## src/rtl/hce_pkg.sv

```systemverilog
// shared types, constants and helpers for the histogram contrast equalizer
package hce_pkg;

  localparam int unsigned LEVELS      = 32;
  localparam int unsigned LEVEL_W     = 5;
  localparam int unsigned BIN_W       = 17;
  localparam int unsigned CUM_W       = BIN_W + LEVEL_W;
  localparam int unsigned GREY_W      = 8;
  localparam int unsigned PIX_W       = 16;
  localparam int unsigned GAIN_W      = 8;
  localparam int unsigned QUEUE_DEPTH = 4;

  localparam logic [GAIN_W-1:0] GAIN_RESET = 8'd127;
  localparam logic [BIN_W-1:0]  GAIN_ONE   = 17'd127;
  localparam logic [BIN_W-1:0]  BIN_MAX    = 17'h1FFFF;
  localparam logic [GREY_W-1:0] GREY_MAX   = 8'hFF;

  localparam int unsigned FRAME_PIXELS_DEF = 239 * 320;

  typedef enum logic [1:0] {
    OP_CLEAR = 2'd0,
    OP_ACC   = 2'd1,
    OP_MAP   = 2'd2,
    OP_NOP   = 2'd3
  } op_t;

  typedef struct packed {
    op_t                op;
    logic [LEVEL_W-1:0] level;
  } cmd_t;

  // grey into rgb565: red and blue carry the top five bits, green twice that
  function automatic logic [PIX_W-1:0] pack_grey(input logic [GREY_W-1:0] grey);
    logic [4:0] rb;
    rb = grey[7:3];
    return {rb, rb, 1'b0, rb};
  endfunction

endpackage

```

## src/rtl/hce_div.sv

```systemverilog
// table scaling pipeline: count times gain over unity, then full scale over frame size
module hce_div
  import hce_pkg::*;
#(
  parameter int unsigned FRAME_PIXELS = FRAME_PIXELS_DEF
) (
  input  logic              clk,
  input  logic              rst,
  input  logic              start,
  input  logic [CUM_W-1:0]  cum,
  input  logic [GAIN_W-1:0] gain,
  output logic              done,
  output logic [GREY_W-1:0] grey
);

  localparam int unsigned PROD_W   = CUM_W + GAIN_W;
  // gain over unity stays below 2.01, so two bits above the count width
  localparam int unsigned SCALED_W = CUM_W + 2;
  // unity is below 2^7, so this shift keeps the reciprocal exact for every product
  localparam int unsigned GAIN_SHIFT = PROD_W + 7;
  localparam int unsigned RECIP_W    = PROD_W + 1;
  localparam longint unsigned GAIN_ONE_L   = 64'(GAIN_ONE);
  localparam longint unsigned GAIN_RECIP_L =
    ((64'd1 << GAIN_SHIFT) + GAIN_ONE_L - 1) / GAIN_ONE_L;
  localparam logic [RECIP_W-1:0] GainRecip = RECIP_W'(GAIN_RECIP_L);

  localparam int unsigned FRAME_MOD     = FRAME_PIXELS % (1 << BIN_W);
  localparam int unsigned FRAME_DIV_INT = (FRAME_MOD == 0) ? 1 : FRAME_MOD;
  // scaled count is below the frame size here, so twice its bit count is exact
  localparam int unsigned FRAME_SHIFT   = 2 * $clog2(FRAME_DIV_INT);
  localparam int unsigned FRAME_RECIP_W = BIN_W + GREY_W + 1;
  localparam int unsigned FPROD_W       = BIN_W + FRAME_RECIP_W;
  localparam longint unsigned FRAME_DIV_L   = 64'(FRAME_DIV_INT);
  localparam longint unsigned FRAME_RECIP_L =
    (64'(GREY_MAX) * (64'd1 << FRAME_SHIFT) + FRAME_DIV_L - 1) / FRAME_DIV_L;
  localparam logic [BIN_W-1:0]         FrameDiv   = BIN_W'(FRAME_DIV_INT);
  localparam logic [FRAME_RECIP_W-1:0] FrameRecip = FRAME_RECIP_W'(FRAME_RECIP_L);

  logic                      stage1;
  logic                      stage2;
  logic [PROD_W-1:0]         prod;
  logic [SCALED_W-1:0]       scaled;
  logic [PROD_W+RECIP_W-1:0] gain_prod;
  logic [FPROD_W-1:0]        frame_prod;
  logic                      clamp;

  assign gain_prod  = {{RECIP_W{1'b0}}, prod} * {{PROD_W{1'b0}}, GainRecip};
  // a scaled count at or above the frame size maps to full scale
  assign clamp      = {{(SCALED_W-BIN_W){1'b0}}, FrameDiv} <= scaled;
  assign frame_prod = {{FRAME_RECIP_W{1'b0}}, scaled[BIN_W-1:0]} *
                      {{BIN_W{1'b0}}, FrameRecip};

  always_ff @(posedge clk) begin
    if (rst) begin
      stage1 <= 1'b0;
      stage2 <= 1'b0;
      done   <= 1'b0;
    end else begin
      stage1 <= start;
      stage2 <= stage1;
      done   <= stage2;
    end
  end

  always_ff @(posedge clk) begin
    if (start) begin
      prod <= {{GAIN_W{1'b0}}, cum} * {{CUM_W{1'b0}}, gain};
    end
    if (stage1) begin
      scaled <= gain_prod[GAIN_SHIFT +: SCALED_W];
    end
    if (stage2) begin
      grey <= clamp ? GREY_MAX : GREY_W'(frame_prod >> FRAME_SHIFT);
    end
  end

endmodule

```

## src/rtl/hce_front.sv

```systemverilog
// input side: takes items, drops no-ops and queues commands for the back end
module hce_front
  import hce_pkg::*;
(
  input  logic               clk,
  input  logic               rst,
  input  logic               in_valid,
  output logic               in_ready,
  input  logic [1:0]         in_op,
  input  logic [PIX_W-1:0]   in_pixel,
  output logic               cmd_valid,
  input  logic               cmd_ready,
  output cmd_t               cmd
);

  localparam int unsigned PTR_W = $clog2(QUEUE_DEPTH);
  localparam int unsigned CNT_W = $clog2(QUEUE_DEPTH + 1);

  cmd_t             queue [QUEUE_DEPTH];
  logic [PTR_W-1:0] wr_ptr;
  logic [PTR_W-1:0] rd_ptr;
  logic [CNT_W-1:0] count;
  cmd_t             in_cmd;
  logic             push;
  logic             pop;

  assign in_cmd.op    = op_t'(in_op);
  assign in_cmd.level = in_pixel[LEVEL_W-1:0];

  assign in_ready  = count != CNT_W'(QUEUE_DEPTH);
  assign push      = in_valid && in_ready && (in_cmd.op != OP_NOP);
  assign cmd_valid = count != '0;
  assign pop       = cmd_valid && cmd_ready;
  assign cmd       = queue[rd_ptr];

  always_ff @(posedge clk) begin
    if (rst) begin
      wr_ptr <= '0;
      rd_ptr <= '0;
      count  <= '0;
    end else begin
      if (push) begin
        wr_ptr <= (wr_ptr == PTR_W'(QUEUE_DEPTH - 1)) ? '0 : wr_ptr + 1'b1;
      end
      if (pop) begin
        rd_ptr <= (rd_ptr == PTR_W'(QUEUE_DEPTH - 1)) ? '0 : rd_ptr + 1'b1;
      end
      if (push && !pop) begin
        count <= count + 1'b1;
      end else if (pop && !push) begin
        count <= count - 1'b1;
      end
    end
  end

  always_ff @(posedge clk) begin
    if (push) begin
      queue[wr_ptr] <= in_cmd;
    end
  end

endmodule

```

## src/rtl/hce_back.sv

```systemverilog
// back end: histogram bins, table build sequencer and output register
module hce_back
  import hce_pkg::*;
#(
  parameter int unsigned FRAME_PIXELS = FRAME_PIXELS_DEF
) (
  input  logic              clk,
  input  logic              rst,
  input  logic              cmd_valid,
  output logic              cmd_ready,
  input  cmd_t              cmd,
  input  logic              gain_valid,
  input  logic [GAIN_W-1:0] gain_data,
  output logic              out_valid,
  input  logic              out_ready,
  output logic [PIX_W-1:0]  out_pixel
);

  typedef enum logic [3:0] {
    ST_RUN = 4'b0001,
    ST_SUM = 4'b0010,
    ST_MUL = 4'b0100,
    ST_DIV = 4'b1000
  } state_t;

  state_t             state;
  logic [BIN_W-1:0]   bin_counts [LEVELS];
  logic [GREY_W-1:0]  map_table [LEVELS];
  logic               table_ready;
  logic [GAIN_W-1:0]  gain;
  logic [LEVEL_W-1:0] idx;
  logic [CUM_W-1:0]   cum;

  logic               div_start;
  logic               div_done;
  logic [GREY_W-1:0]  div_grey;
  logic               out_free;
  logic               map_go;

  hce_div #(
    .FRAME_PIXELS (FRAME_PIXELS)
  ) u_div (
    .clk   (clk),
    .rst   (rst),
    .start (div_start),
    .cum   (cum),
    .gain  (gain),
    .done  (div_done),
    .grey  (div_grey)
  );

  assign div_start = (state == ST_MUL);

  assign out_free = !out_valid || out_ready;
  assign map_go   = (state == ST_RUN) && cmd_valid && (cmd.op == OP_MAP) &&
                    table_ready && out_free;

  always_comb begin
    cmd_ready = 1'b0;
    if (state == ST_RUN && cmd_valid) begin
      unique case (cmd.op)
        OP_CLEAR, OP_ACC: cmd_ready = 1'b1;
        OP_MAP:           cmd_ready = table_ready && out_free;
        default:          cmd_ready = 1'b1;
      endcase
    end
  end

  always_ff @(posedge clk) begin
    if (rst) begin
      state       <= ST_RUN;
      table_ready <= 1'b0;
      gain        <= GAIN_RESET;
      out_valid   <= 1'b0;
      idx         <= '0;
      cum         <= '0;
      for (int i = 0; i < LEVELS; i++) begin
        bin_counts[i] <= '0;
      end
    end else begin
      if (gain_valid) begin
        gain <= gain_data;
      end
      if (out_valid && out_ready) begin
        out_valid <= 1'b0;
      end
      if (map_go) begin
        out_valid <= 1'b1;
      end

      unique case (state)
        ST_RUN: begin
          if (cmd_valid) begin
            unique case (cmd.op)
              OP_CLEAR: begin
                for (int i = 0; i < LEVELS; i++) begin
                  bin_counts[i] <= '0;
                end
                table_ready <= 1'b0;
              end
              OP_ACC: begin
                if (bin_counts[cmd.level] != BIN_MAX) begin
                  bin_counts[cmd.level] <= bin_counts[cmd.level] + 1'b1;
                end
                table_ready <= 1'b0;
              end
              OP_MAP: begin
                // the map item stays queued until the table is rebuilt
                if (!table_ready) begin
                  idx   <= '0;
                  cum   <= '0;
                  state <= ST_SUM;
                end
              end
              default: ;
            endcase
          end
        end
        ST_SUM: begin
          cum   <= cum + {{(CUM_W-BIN_W){1'b0}}, bin_counts[idx]};
          state <= ST_MUL;
        end
        ST_MUL: begin
          state <= ST_DIV;
        end
        ST_DIV: begin
          if (div_done) begin
            if (idx == LEVEL_W'(LEVELS - 1)) begin
              table_ready <= 1'b1;
              state       <= ST_RUN;
            end else begin
              idx   <= idx + 1'b1;
              state <= ST_SUM;
            end
          end
        end
        default: state <= ST_RUN;
      endcase
    end
  end

  always_ff @(posedge clk) begin
    if (state == ST_DIV && div_done) begin
      map_table[idx] <= div_grey;
    end
    if (map_go) begin
      out_pixel <= pack_grey(map_table[cmd.level]);
    end
  end

endmodule

```

## src/rtl/histogram_contrast_equalizer.sv

```systemverilog
// Histogram contrast equalizer over rgb565 grey pixels (grey level = low five
// bits). Each input transfer carries a command in tuser: clear the 32-bin
// histogram, count a pixel into it, or map a pixel through the equalization
// table; only map commands give an output transfer. Commands pass through a
// four-entry queue to the back end, which handles clear, count and map at one
// per cycle while it is not rebuilding the table and the output register can
// take a result. The first map after the histogram changes first rebuilds the
// table: each of the 32 levels takes a cumulative add, then a three-stage
// scaling pipeline (multiply by gain, reciprocal multiply for the division by
// 127, reciprocal multiply for the division by the frame size with clamping);
// the map result issues once every level is written. Gain writes are to be
// made while no commands are in flight.
module histogram_contrast_equalizer
  import hce_pkg::*;
#(
  parameter int unsigned FRAME_PIXELS = FRAME_PIXELS_DEF
) (
  input  logic              clk,
  input  logic              rst,
  input  logic              s_axis_tvalid,
  output logic              s_axis_tready,
  input  logic [PIX_W-1:0]  s_axis_tdata,   // pixel_in[15:0]
  input  logic [1:0]        s_axis_tuser,   // operation[1:0]
  output logic              m_axis_tvalid,
  input  logic              m_axis_tready,
  output logic [PIX_W-1:0]  m_axis_tdata,   // pixel_out[15:0]
  input  logic              cfg_valid,
  output logic              cfg_ready,
  input  logic [GAIN_W-1:0] cfg_data        // gain[7:0]
);

  logic cmd_valid;
  logic cmd_ready;
  cmd_t cmd;

  assign cfg_ready = 1'b1;

  hce_front u_front (
    .clk       (clk),
    .rst       (rst),
    .in_valid  (s_axis_tvalid),
    .in_ready  (s_axis_tready),
    .in_op     (s_axis_tuser),
    .in_pixel  (s_axis_tdata),
    .cmd_valid (cmd_valid),
    .cmd_ready (cmd_ready),
    .cmd       (cmd)
  );

  hce_back #(
    .FRAME_PIXELS (FRAME_PIXELS)
  ) u_back (
    .clk        (clk),
    .rst        (rst),
    .cmd_valid  (cmd_valid),
    .cmd_ready  (cmd_ready),
    .cmd        (cmd),
    .gain_valid (cfg_valid),
    .gain_data  (cfg_data),
    .out_valid  (m_axis_tvalid),
    .out_ready  (m_axis_tready),
    .out_pixel  (m_axis_tdata)
  );

endmodule
```

## config.mk

```make
export PLATFORM = sky130hd
export DESIGN_NAME = histogram_contrast_equalizer
export DESIGN_NICKNAME = d
export VERILOG_FILES = /design/src/rtl/hce_pkg.sv /design/src/rtl/hce_div.sv /design/src/rtl/hce_front.sv /design/src/rtl/hce_back.sv /design/src/rtl/histogram_contrast_equalizer.sv
export SDC_FILE = /design/constraint.sdc
export NUM_CORES = 2
export LEC_CHECK = 0
export ABC_AREA = 1
export BUFFER_PORTS_ARGS = -buffer_cell sky130_fd_sc_hd__buf_4
export CORE_UTILIZATION = 65
export CTS_CLUSTER_DIAMETER = 120
export DETAILED_ROUTE_END_ITERATION = 7
export PLACE_DENSITY = 0.81
export SLEW_MARGIN = 40
export SYNTH_ARGS = -nofsm -noshare
export SYNTH_HDL_FRONTEND = slang
export SYNTH_HIERARCHICAL = 1
export SYNTH_SLANG_ARGS = --single-unit
```

## constraint.sdc

```tcl
create_clock -name clk -period 14.9 [get_ports clk]
set_input_delay 2.98 -clock clk [delete_from_list [all_inputs] [get_ports clk]]
set_output_delay 2.98 -clock clk [all_outputs]
set_load 0.03 [all_outputs]
```

==> results.toml <==
[sta]
fin_crit_sh_pct = 58.89
finalMaxSlewViolations = 0
hold_viol = 0
finalSetupViolCount = 0
tightest_slew_ps = 956.6
relSlewSlack_pct = 35.84
period_minus_slack_ps = 8775
rsz0062_at_grt = "no"
fmax_mhz = 114.0
fin_skew_ps = 43.50
finalSetupTns_ps = 0

[placement]
placed_cell_area_um2 = 65750
place.gp.congestion = 1.062
hpwl_um = 140400
io_buffer_count = 36

[cts]
post_cts_resized = 0
cts.htree.levels = 3
cts_buffers = 89
cts_tree = "built"
clk_pin_slew_worst_paths_ps = 60
cts.root.buffer_cell = "clkbuf_16"
clock_path_buffers = 3
numClockSinks = 854
clk_latency_ps = 690
post_cts_buffers = 0
hold_buffers = 0

[worst_setup_path]
crit_path_end_kind = "flip-flop"
cp_data_required_time_ps = 15200
start_kind = "flip-flop"
crit_fanout = 89
crit_path_frequent_cell = "nand2_1"
critical_path.slowest_cell = "nand2_1"
cp_cell_sequence = "inv_2 > o21ai_0 > o22ai_4 > buf_4 > inv_6 > buf_4 > nor2_4 > buf_4 > nand2_1 > nand3_1 > nand2_1 > nand2_1 > nor2_1 > nand2_2 > nand2_1 > nor2_1 > nand4_1 > nor3_1 > ha_1 > nor4_1 > nand3_1 > nor2_4 > nand2_2 > nand2_1"
cp_slowest_stage_delay_ps = 800
critPathKind = "reg -> reg"
arrival_ps = 9070

[floorplan]
dieWidth_um = 317.6
core-area_um2 = 98560
die_y_um = 317.6
rows = 115
start_util_pct = 65.70
die-area_um2 = 100900
io_pins = 50

[final_layout]
fin_area_um2 = 68770
layout-drive-gt1-share_pct = 5.951
fin_util_pct = 69.78
multi_input_area_um2 = 34610
fin_nets = 8426
n_fill_cell = 7545
syn2layout_area_growth_pct = 6.200
seq_area_um2 = 25080

[power_and_ir_drop]
p_leak_uw = 0.03146
power_uw = 11190
peakVddDrop_v = 0.0002983
p_per_area_nw_per_um2 = 162.8

[synth]
synth.avg_cell_area_um2 = 8.384
synth_area_um2 = 64760
syn_nets = 8612
syn_inst = 7724
ys_warn_count = 6

[global_route]
grt_remaining_overflow = 0
grt_use_met1_pct = 50.29
antenna_found_initial = 3
grt_pass1_wl_um = 305500
grt_max_degree = 174
use_met2_pct = 62.12
grt_usage_pct = 39.80
grt_busiest_layer = "met2"
met3_usage_pct = 8.935
grt_pass1_vias = 53370

[flow_run]
maxCapViolCount = 0

[detailed_routing]
drt_first_iter_violations = 7207
wl_per_cell_um = 22.79
drc_errors = 1
drt_pass1_iterations = 8
avgViaCountPerCell = 6.232
num_vias = 55470
wl_um = 202900
ant_nets = 0

[outcome]
violations = "design-rule violations"
status = "finished with violations"

[hold_path]
worstHoldStart = "u_front/count[0]$_SDFFE_PP0P_"
hp-class = "reg -> reg"
==> cell usage in the layout, fill, tap and decap left out, types with 28 or more instances in the layout <==
cell type	n
nand2_1	2143
nor2_1	990
inv_1	936
edfxtp_1	796
ha_1	517
o21ai_0	396
fa_1	340
a21oi_1	300
nand3_1	188
a22oi_1	112
o221ai_1	101
clkbuf_16	92
buf_4	90
nand2_2	70
dfxtp_1	48
nor2_2	45
nand4_1	42
nor3_1	28
a31oi_1	28
==> metal layers <==
| layer | up-vias | part of all wire (%) |
|---|---|---|
| met5 | - | 0.0059 |
| met4 | 2 | 7.4 |
| met3 | 819 | 12 |
| met2 | 3724 | 45 |
| met1 | 26100 | 36 |
| li1 | 24830 | - |
==> stage by stage <==
| step | hold slack, ps | worst slack (ps) | std cells |
|---|---|---|---|
| after floorplan | 457.1 | 9872 | 7724 |
| after detailed placement | 502.0 | 6293 | 8732 |
| final | 515.5 | 6125 | 8901 |
| after global placement | 484.4 | 6280 | 8719 |
| after global routing | 536.0 | 5749 | 8899 |
| after CTS | 514.1 | 6277 | 8897 |
==> sequential cells by signal, indices dropped and copies added, names as in the netlist, named ones only <==
register / cells
u_back/u_div/prod: 30
u_back/u_div/stage2: 1
u_front/rd_ptr: 2
u_back/state: 4
u_back/out_pixel: 5
u_back/cum: 22
u_back/u_div/done: 1
u_back/u_div/scaled: 24
u_back/out_valid: 1
u_back/idx: 5
u_back/gain: 8
u_front/count: 3
u_back/u_div/grey: 5
u_front/queue: 28
u_back/u_div/stage1: 1
u_back/bin_counts: 544
u_back/map_table: 160
u_back/table_ready: 1
u_front/wr_ptr: 2
==> layout make-up <==
type	count	share of cell area, %
inverters	955	5.241
diodes	2	0.007277
well taps	1287	2.341
multi-input cells	5529	50.32
repair buffers	109	1.372
clock buffers	114	3.555
clock inverters	51	0.6895
flip-flops and latches	854	36.47
==> worst max-delay path, delay by kind of cell (launching register included) <==
kind	cells	cell delay, ps
buf+inv	5	2350
fa+ha+maj	1	290
flops	1	660
simple gates	16	4370
compound gates	2	430
==> power breakdown <==
| part | internal (uW) | switching, uW | total [uW] | leakage, uW |
|---|---|---|---|---|
| combinational | 1200 | 4510 | 5700 | 0.0216 |
| clock | 1270 | 972 | 2240 | 0.00143 |
| sequential | 3050 | 200 | 3250 | 0.00842 |
==> worst paths after layout <==
kind,end,slack (ps),depth (start not counted)
worst max-delay path,u_back/bin_counts[15][3]$_SDFFCE_PN0P_,6130,24
worst min-delay path,u_front/count[0]$_SDFFE_PP0P_,520,1
worst max register to register,u_back/bin_counts[15][3]$_SDFFCE_PN0P_,6130,24
worst min register to register,u_front/count[0]$_SDFFE_PP0P_,520,1
(Power assumes the default switching activity.)
